<file path="src/design/itc_pkg.sv">
// Shared types, constants and decode helpers for the interrupt controller with timers.
`default_nettype none

package itc_pkg;

    localparam int TIMER_COUNT     = 3;
    localparam int TIMER_IRQ_FIRST = 4;
    localparam int REGS_PER_CHAN   = 9;
    localparam int SLOT_W          = $clog2(REGS_PER_CHAN);
    localparam int STATUS_BIT      = 4;

    localparam logic [SLOT_W-1:0] SLOT_CCR = SLOT_W'(0);
    localparam logic [SLOT_W-1:0] SLOT_RC  = SLOT_W'(4);
    localparam logic [SLOT_W-1:0] SLOT_SR  = SLOT_W'(5);

    localparam logic [31:0] ADDR_IVR   = 32'hfffff100;
    localparam logic [31:0] ADDR_LVR   = 32'hfffff108;
    localparam logic [31:0] ADDR_IMR_A = 32'hfffff110;
    localparam logic [31:0] ADDR_IMR_B = 32'hfffff114;
    localparam logic [31:0] ADDR_IECR  = 32'hfffff120;
    localparam logic [31:0] ADDR_IDCR  = 32'hfffff124;
    localparam logic [31:0] ADDR_ICCR  = 32'hfffff128;
    localparam logic [31:0] ADDR_ID    = 32'hfff00000;
    localparam logic [23:0] TIMER_PAGE = 24'hfffe00;

    localparam logic [31:0] ID_WORD    = 32'h14000040;
    localparam logic [31:0] ALL_ONES   = 32'hffffffff;
    localparam logic [31:0] FIQ_MASK   = 32'h00001;
    localparam logic [31:0] IRQ_MASK   = 32'h3fffe;
    localparam logic [15:0] COUNT_MAX  = 16'hffff;
    localparam logic [15:0] COUNT_WARN = 16'h1000;

    typedef enum logic [1:0] {
        KIND_TICK  = 2'd0,
        KIND_READ  = 2'd1,
        KIND_WRITE = 2'd2,
        KIND_RAISE = 2'd3
    } t_kind;

    typedef struct packed {
        logic [1:0]  kind;
        logic [31:0] addr;
        logic [31:0] wdata;
        logic [4:0]  source;
    } t_item;

    typedef struct packed {
        logic [31:0] rdata;
        logic        fiq_request;
        logic        irq_request;
    } t_result;

    typedef struct packed {
        logic              hit;
        logic              is_cv;
        logic [SLOT_W-1:0] idx;
    } t_slot;

    function automatic t_slot slot_of(input logic [5:0] off);
        t_slot s;
        s = '{hit: 1'b1, is_cv: 1'b0, idx: '0};
        case (off)
            6'h00: s.idx = SLOT_W'(0);
            6'h04: s.idx = SLOT_W'(1);
            6'h10: s.is_cv = 1'b1;
            6'h14: s.idx = SLOT_W'(2);
            6'h18: s.idx = SLOT_W'(3);
            6'h1c: s.idx = SLOT_W'(4);
            6'h20: s.idx = SLOT_W'(5);
            6'h24: s.idx = SLOT_W'(6);
            6'h28: s.idx = SLOT_W'(7);
            6'h2c: s.idx = SLOT_W'(8);
            default: s.hit = 1'b0;
        endcase
        return s;
    endfunction

    function automatic logic [4:0] lowest_set(input logic [31:0] v);
        logic [4:0] idx;
        idx = '0;
        for (int i = 31; i >= 0; i--) begin
            if (v[i]) begin
                idx = 5'(i);
            end
        end
        return idx;
    endfunction

endpackage

`default_nettype wire

</file>
<file path="src/design/itc_in_reg.sv">
// Input register that captures one item and holds it until the core takes it.
`default_nettype none

module itc_in_reg (
    input  wire logic          i_clk,
    input  wire logic          i_rst_n,
    input  wire logic          i_valid,
    output logic               o_ready,
    input  wire itc_pkg::t_item i_item,
    input  wire logic          i_take,
    output logic               o_valid,
    output itc_pkg::t_item     o_item
);
    import itc_pkg::*;

    logic  r_valid;
    t_item r_item;

    assign o_ready = !r_valid || i_take;
    assign o_valid = r_valid;
    assign o_item  = r_item;

    always_ff @(posedge i_clk) begin
        if (!i_rst_n) begin
            r_valid <= 1'b0;
        end else if (o_ready) begin
            r_valid <= i_valid;
        end
    end

    always_ff @(posedge i_clk) begin
        if (o_ready && i_valid) begin
            r_item <= i_item;
        end
    end

endmodule

`default_nettype wire

</file>
<file path="src/design/itc_core.sv">
// Controller and timer state with the single-pass update for one item.
`default_nettype none

module itc_core (
    input  wire logic           i_clk,
    input  wire logic           i_rst_n,
    input  wire logic           i_go,
    input  wire itc_pkg::t_item i_item,
    output itc_pkg::t_result    o_result
);
    import itc_pkg::*;

    logic [31:0] r_pending;
    logic [31:0] r_mask;
    logic [31:0] r_last_vector;
    logic [15:0] r_count   [TIMER_COUNT];
    logic [15:0] r_reload  [TIMER_COUNT];
    logic        r_rld_en  [TIMER_COUNT];
    logic [31:0] r_chan    [TIMER_COUNT][REGS_PER_CHAN];

    logic [31:0] n_pending;
    logic [31:0] n_mask;
    logic [31:0] n_last_vector;
    logic [15:0] n_count   [TIMER_COUNT];
    logic [15:0] n_reload  [TIMER_COUNT];
    logic        n_rld_en  [TIMER_COUNT];
    logic [31:0] n_chan    [TIMER_COUNT][REGS_PER_CHAN];

    t_slot       slot;
    logic [1:0]  ch;
    logic        timer_hit;
    logic [4:0]  vec;
    logic [31:0] rdata;
    logic [31:0] req;

    assign slot      = slot_of(i_item.addr[5:0]);
    assign ch        = i_item.addr[7:6];
    assign timer_hit = (i_item.addr[31:8] == TIMER_PAGE) && (ch < 2'(TIMER_COUNT)) && slot.hit;
    assign vec       = lowest_set(r_pending);

    always_comb begin
        n_pending     = r_pending;
        n_mask        = r_mask;
        n_last_vector = r_last_vector;
        n_count       = r_count;
        n_reload      = r_reload;
        n_rld_en      = r_rld_en;
        n_chan        = r_chan;
        rdata         = '0;
        case (t_kind'(i_item.kind))
            KIND_TICK: begin
                for (int t = 0; t < TIMER_COUNT; t++) begin
                    if (r_count[t] == '0) begin
                        n_count[t] = r_rld_en[t] ? r_reload[t] : COUNT_MAX;
                        n_pending[5'((TIMER_IRQ_FIRST + t) % 32)] = 1'b1;
                        n_chan[t][SLOT_SR][STATUS_BIT] = 1'b1;
                    end else begin
                        n_count[t] = r_count[t] - 16'd1;
                        if (n_count[t] == COUNT_WARN) begin
                            n_chan[t][SLOT_SR][STATUS_BIT] = 1'b1;
                        end
                    end
                end
            end
            KIND_READ: begin
                if (timer_hit) begin
                    if (slot.is_cv) begin
                        rdata = {16'h0, r_count[ch]};
                    end else begin
                        rdata = r_chan[ch][slot.idx];
                        if (slot.idx == SLOT_SR) begin
                            n_chan[ch][SLOT_SR][STATUS_BIT] = 1'b0;
                        end
                    end
                end else begin
                    case (i_item.addr)
                        ADDR_IVR: begin
                            rdata         = {27'h0, vec};
                            n_last_vector = {27'h0, vec};
                            if (r_pending != '0) begin
                                n_pending[vec] = 1'b0;
                            end
                        end
                        ADDR_LVR:   rdata = r_last_vector;
                        ADDR_IMR_A: rdata = r_mask;
                        ADDR_IMR_B: rdata = r_mask;
                        ADDR_IECR:  rdata = r_mask;
                        ADDR_ID:    rdata = ID_WORD;
                        default:    rdata = ALL_ONES;
                    endcase
                end
            end
            KIND_WRITE: begin
                if (timer_hit) begin
                    if (slot.is_cv || slot.idx == SLOT_RC) begin
                        n_count[ch]  = i_item.wdata[15:0];
                        n_reload[ch] = i_item.wdata[15:0];
                    end
                    if (!slot.is_cv) begin
                        n_chan[ch][slot.idx] = i_item.wdata;
                        if (slot.idx == SLOT_CCR) begin
                            n_rld_en[ch] = !i_item.wdata[1];
                        end
                    end
                end else begin
                    case (i_item.addr)
                        ADDR_IECR: n_mask    = r_mask | i_item.wdata;
                        ADDR_IDCR: n_mask    = r_mask & ~i_item.wdata;
                        ADDR_ICCR: n_pending = r_pending & ~i_item.wdata;
                        default: ;
                    endcase
                end
            end
            KIND_RAISE: begin
                n_pending[i_item.source] = 1'b1;
            end
            default: ;
        endcase
    end

    assign req = n_pending & n_mask;

    always_comb begin
        o_result.rdata       = rdata;
        o_result.fiq_request = |(req & FIQ_MASK);
        o_result.irq_request = |(req & IRQ_MASK);
    end

    always_ff @(posedge i_clk) begin
        if (!i_rst_n) begin
            r_pending     <= '0;
            r_mask        <= '0;
            r_last_vector <= '0;
            for (int t = 0; t < TIMER_COUNT; t++) begin
                r_count[t]  <= COUNT_MAX;
                r_reload[t] <= COUNT_MAX;
                r_rld_en[t] <= 1'b0;
                for (int s = 0; s < REGS_PER_CHAN; s++) begin
                    r_chan[t][s] <= '0;
                end
            end
        end else if (i_go) begin
            r_pending     <= n_pending;
            r_mask        <= n_mask;
            r_last_vector <= n_last_vector;
            r_count       <= n_count;
            r_reload      <= n_reload;
            r_rld_en      <= n_rld_en;
            r_chan        <= n_chan;
        end
    end

endmodule

`default_nettype wire

</file>
<file path="src/design/itc_out_reg.sv">
// Result register that holds one finished item until the consumer takes it.
`default_nettype none

module itc_out_reg (
    input  wire logic             i_clk,
    input  wire logic             i_rst_n,
    input  wire logic             i_load,
    input  wire itc_pkg::t_result i_result,
    input  wire logic             i_ready,
    output logic                  o_valid,
    output itc_pkg::t_result      o_result
);
    import itc_pkg::*;

    logic    r_valid;
    t_result r_result;

    assign o_valid  = r_valid;
    assign o_result = r_result;

    always_ff @(posedge i_clk) begin
        if (!i_rst_n) begin
            r_valid <= 1'b0;
        end else if (i_load) begin
            r_valid <= 1'b1;
        end else if (i_ready) begin
            r_valid <= 1'b0;
        end
    end

    always_ff @(posedge i_clk) begin
        if (i_load) begin
            r_result <= i_result;
        end
    end

endmodule

`default_nettype wire

</file>
<file path="src/design/interrupt_controller_with_timers.sv">
// Top level of the interrupt controller with three countdown timers.
// Takes one item per cycle (tick, word read, word write or raised source) while the result
// register is not stalled, and returns one result per item in order. An accepted item waits in
// the input register, then the whole state update and read mux run in a single combinational
// pass into the result register; only a stalled result register holds the input side back.
// All state resets at once; there is no clearing pass.
`default_nettype none

module interrupt_controller_with_timers (
    input  wire logic        i_clk,
    input  wire logic        i_rst_n,
    input  wire logic        i_valid,
    output logic             o_ready,
    input  wire logic [1:0]  i_kind,
    input  wire logic [31:0] i_addr,
    input  wire logic [31:0] i_wdata,
    input  wire logic [4:0]  i_source,
    output logic             o_valid,
    input  wire logic        i_ready,
    output logic [31:0]      o_rdata,
    output logic             o_fiq_request,
    output logic             o_irq_request
);
    import itc_pkg::*;

    t_item   in_item;
    t_item   held_item;
    logic    held_valid;
    logic    out_valid;
    logic    go;
    t_result core_result;
    t_result out_result;

    assign in_item = '{kind: i_kind, addr: i_addr, wdata: i_wdata, source: i_source};
    assign go      = held_valid && (!out_valid || i_ready);

    itc_in_reg u_in_reg (
        .i_clk   (i_clk),
        .i_rst_n (i_rst_n),
        .i_valid (i_valid),
        .o_ready (o_ready),
        .i_item  (in_item),
        .i_take  (go),
        .o_valid (held_valid),
        .o_item  (held_item)
    );

    itc_core u_core (
        .i_clk    (i_clk),
        .i_rst_n  (i_rst_n),
        .i_go     (go),
        .i_item   (held_item),
        .o_result (core_result)
    );

    itc_out_reg u_out_reg (
        .i_clk    (i_clk),
        .i_rst_n  (i_rst_n),
        .i_load   (go),
        .i_result (core_result),
        .i_ready  (i_ready),
        .o_valid  (out_valid),
        .o_result (out_result)
    );

    assign o_valid       = out_valid;
    assign o_rdata       = out_result.rdata;
    assign o_fiq_request = out_result.fiq_request;
    assign o_irq_request = out_result.irq_request;

endmodule

`default_nettype wire

</file>
<file path="config.mk">
export PLATFORM = sky130hd
export DESIGN_NAME = interrupt_controller_with_timers
export DESIGN_NICKNAME = d
export VERILOG_FILES = /design/src/design/itc_pkg.sv /design/src/design/itc_in_reg.sv /design/src/design/itc_core.sv /design/src/design/itc_out_reg.sv /design/src/design/interrupt_controller_with_timers.sv
export SDC_FILE = /design/constraint.sdc
export NUM_CORES = 2
export LEC_CHECK = 0
export BUFFER_PORTS_ARGS = -buffer_cell sky130_fd_sc_hd__buf_2
export CORE_UTILIZATION = 30
export DETAILED_ROUTE_END_ITERATION = 12
export SLEW_MARGIN = 5
export SYNTH_ARGS = -nofsm -noshare
export SYNTH_HDL_FRONTEND = slang
export SYNTH_HIERARCHICAL = 1
export SYNTH_SLANG_ARGS = --single-unit
</file>
<file path="constraint.sdc">
create_clock -name i_clk -period 5.2 [get_ports i_clk]
set_clock_uncertainty 0.2 [all_clocks]
set_input_delay 0.52 -clock i_clk [delete_from_list [all_inputs] [get_ports i_clk]]
set_output_delay 0.52 -clock i_clk [all_outputs]
set_load 0.1 [all_outputs]
</file>
==> results.txt <==
----------------------------------------------------
[Outcome]
  Status ... complete, no violations

[Timing]
  Remaining max-slew budget at the tightest pin ... between 7 and 8%
  Number of max-slew violations in the final report ... 0
  Final TNS setup ... 0 ns
  Actual slew at the worst max-slew pin ... ~1.4 ns
  Number of hold-slack violations in the final timing report ... 0
  Period utilization ... between 80% and 90%
  Unrepaired setup endpoints after global routing ... no
  Post-route minimum period ... around 4.4 ns
  Final setup violation count ... 0
  Worst Hold Margin ... between 0.2 and 0.25 ns
  Peak clock frequency supported by timing ... about 0.23 GHz

[Setup path]
  Kind of critical path ... reg2reg
  CP endpoint kind ... flip-flop
  Worst path required time ... around 5.5 ns
  R2R cell count ... 10
  Endpoint of the worst register-to-register path ... u_out_reg/o_result[0]$_DFFE_PP_
  R2R setup slack ... ~0.76 ns
  Critical path launch point type ... flip-flop
  Endpoint arrival time on the critical path ... 4.74 ns
  RR Startpoint ... u_in_reg/o_item[46]$_DFFE_PP_
  Critical path peak fanout ... 11

[Worst hold path]
  Hold-critical path depth ... 2
  Min-Delay Endpoint ... u_core/r_chan[688]$_SDFFE_PN0P_
  Launch point of the worst hold path ... u_core/r_chan[688]$_SDFFE_PN0P_
  Type of the worst min-delay path ... reg2reg

[Finish]
  Most common library cell in the layout ignoring fill and taps ... nand2_1
  Area growth, synth to finish ... 15.24%
  Area of combinational cells with multiple inputs ... about 0.026 mm2
  Fillcell total ... between 15,000 and 20,000
  FF/Latch Area ... ~0.024 mm2
  Fraction of layout cells with a size suffix above 1 ... between 8 and 9%
  Commonest cells after routing, fill and taps aside ... nand2_1 (2,159), a21oi_1 (1,154), dfxtp_1 (1,034), o21ai_0 (343), mux2i_1 (336)
  # nets final ... approximately 6,900
  Antenna cell count ... 0

[Power and ir drop]
  Static power due to leakage ... 20.22 nW
  VDD IR-drop max ... 0.2974 mV
  PwrDens ... 322.7 mW/mm2

[Floorplan]
  Die ar. ... around 0.18 mm2
  Ports ... 111
  Die width ... between 400 and 500 um
  Rows ... about 150
  Initial Util ... a little under a third
  Placeable core area ... 0.1721 mm2
  Y dimension of the die ... roughly 420 um

[Synthesis]
  Post-synthesis mux area share ... between 6 and 7%
  Adder-cell share of the synthesized area ... 0.2641%
  Synth Instances ... 6,883
  Register bit total from synthesis ... around 1,100
  XOR/XNOR share of the synthesized area ... less than 1%
  Area fraction in and, or, nand and nor cells after synthesis ... between 20% and 30%
  Mean instance size in the synthesized netlist ... about 7.6 um2
  Top flip-flop cell by instance count after synthesis ... dfxtp_1
  Dominant combinational cell family by area after synthesis ... simple AND/OR/NAND/NOR gates
  Number of warnings printed during yosys synthesis ... 6
  Synth Net Count ... around 7,000
  Post-synth EDFFs ... ~110
  Synth Cell Area ... ~0.052 mm2
  Portion of the post-synthesis area used by sequential elements ... 45.77%
  Share of the synthesized area in compound gates (AO/OA/AOI/OAI) ... 20.20%
  Number of distinct library cell variants in the gate-level netlist after synthesis ... a little under 90
  Async S/R FF share, synth ... 0%

[Clock network]
  Count of clock tree sinks ... roughly 1,100
  Clock transition at the register clock pins on the worst setup and hold paths after CTS ... about 0.060 ns
  Source-to-sink clock delay at the later pin of the worst-skew pair ... approximately 0.78 ns
  Maximum root-to-sink buffer count ... 3
  Number of H-tree levels ... 3
  CTS resizes ... 0
  Clock tree from TritonCTS ... done
  Root buffer selected by CTS ... clkbuf_16
  CTS Buf Count ... 113

[Detailed routing]
  First-pass iteration count of the detailed router ... 9
  Number of nets still failing antenna checks after routing ... 0
  Vias ... just over 50,000
  Routed via count divided by cell count ... 5.498
  Total wirelength of the detailed-routed design ... 208,900 um
  Wire length per cell ... 22.74 um
  Iteration-0 DRC Markers ... 6,460
  DRC Markers ... 0

[Job]
  Number of maximum-capacitance violations ... 0

[Global routing]
  First-pass GRT wire length ... 307,300 um
  Maximum number of pins on one net before global-route repair ... 210
  Number of antenna violations at the first check in global routing ... 5
  Number of global-route vias before repair ... roughly 47,000
  GRT Overall Usage ... between 20% and 30%
  Congestion Overflow GR ... 0

[Placed design]
  HPWL after detailed placement ... around 130,000 um
  Port buffer count ... 110
  Final GP Congestion ... 0.9384

----------------------------------------------------
[area by class of cell]
| type | count | share of cell area [%] |
|---|---|---|
| Clock buffer | 164 | 5.536 |
| Inverter | 29 | 0.1938 |
| Timing Repair Buffer | 401 | 5.313 |
| Sequential cell | 1139 | 39.72 |
| Multi-Input combinational cell | 5092 | 43.24 |
| Tap cell | 2310 | 4.813 |
| Clock inverter | 51 | 1.186 |
[worst max-delay path by stage]
stage                                              start                         endpoint  depth (start not counted)
after floorplan           u_out_reg/o_valid$_SDFFE_PN0P_  u_core/r_chan[705]$_SDFFE_PN0P_                          9
after global placement     u_in_reg/o_item[46]$_DFFE_PP_  u_out_reg/o_result[0]$_DFFE_PP_                         10
after detailed placement   u_in_reg/o_item[46]$_DFFE_PP_  u_out_reg/o_result[0]$_DFFE_PP_                         10
after CTS                  u_in_reg/o_item[46]$_DFFE_PP_  u_out_reg/o_result[0]$_DFFE_PP_                         10
after global routing       u_in_reg/o_item[46]$_DFFE_PP_  u_out_reg/o_result[0]$_DFFE_PP_                         10
final                      u_in_reg/o_item[46]$_DFFE_PP_  u_out_reg/o_result[0]$_DFFE_PP_                         10
[sequential cells by signal (all words and copies together) (netlist names)]
register / cells
u_core/r_chan: 864
u_core/r_count: 48
u_core/r_last_vector: 5
u_core/r_mask: 32
u_core/r_pending: 32
u_core/r_reload: 48
u_core/r_rld_en: 3
u_in_reg/o_item: 71
u_in_reg/o_valid: 1
u_out_reg/o_result: 34
u_out_reg/o_valid: 1
[worst max-delay path, stage by stage, from the launching register on]
cell and delay [ns]:
edfxtp_1 0.36, or4b_4 0.59, or4_1 0.74, nor4_4 0.80, buf_4 0.24, nand2_1 0.05, a21oi_1 0.18, o211ai_1 0.16
a22oi_1 0.21, nand4_1 0.12, or4b_1 0.52
[report_power, final]
group	total (mW)	internal, mW	switching (mW)
Sequential	9.04	8.93	0.110
Clock	8.90	5.11	3.78
Combinational	1.44	0.346	1.09
[per-layer routing]
metal	vias to the layer above	track usage, %	part of all wire, %
li1	23235	-	-
met2	2445	36.43	45
met3	473	3.169	8.1
met5	-	0	0.0081
met1	24352	30.24	41
met4	2	12.06	5.3
[per-stage QoR]
stage | worst slack (ns) | instance area, um2 | power (mW) | util [%] | cells
2_1_floorplan | 0.7385 | 52110 | 10.02 | - | 6883
3_3_place_gp | 0.7808 | 55260 | 10.59 | 32.10 | 8895
3_5_place_dp | 0.8137 | 55260 | 10.59 | 32.10 | 8895
4_1_cts | 0.8132 | 60050 | 19.46 | 34.89 | 9186
5_1_grt | 0.5781 | 60050 | 19.88 | 34.89 | 9186
6_report | 0.7619 | 60050 | 19.38 | 34.89 | 9186
[logic make-up after synthesis]
kind of cell	after synthesis
compound gates	1884
xor+xnor	37
fa+ha+maj	11
buf+inv	652
flops	1139
mux	336
simple gates	2824
[cells in the mapped netlist (29+ instances only)]
library cell	count	area share, %
nand2_1	2159	16
a21oi_1	1155	11
dfxtp_1	1034	40
clkbuf_1	566	4.1
o21ai_0	344	3.3
mux2i_1	336	6.5
nor2_1	310	2.2
o211ai_1	110	1.6
edfxtp_1	105	6.1
nand3_1	92	0.88
a211oi_1	64	0.92
nor3_1	62	0.60
buf_1	48	0.35
nor4_1	36	0.43
o22ai_1	29	0.35
[timing repair]
item / CTS / global route
buffers inserted: 0 / 0
hold endpoints to repair: 79 / 0
hold buffers: 76 / 0
(Power assumes the default switching activity.)
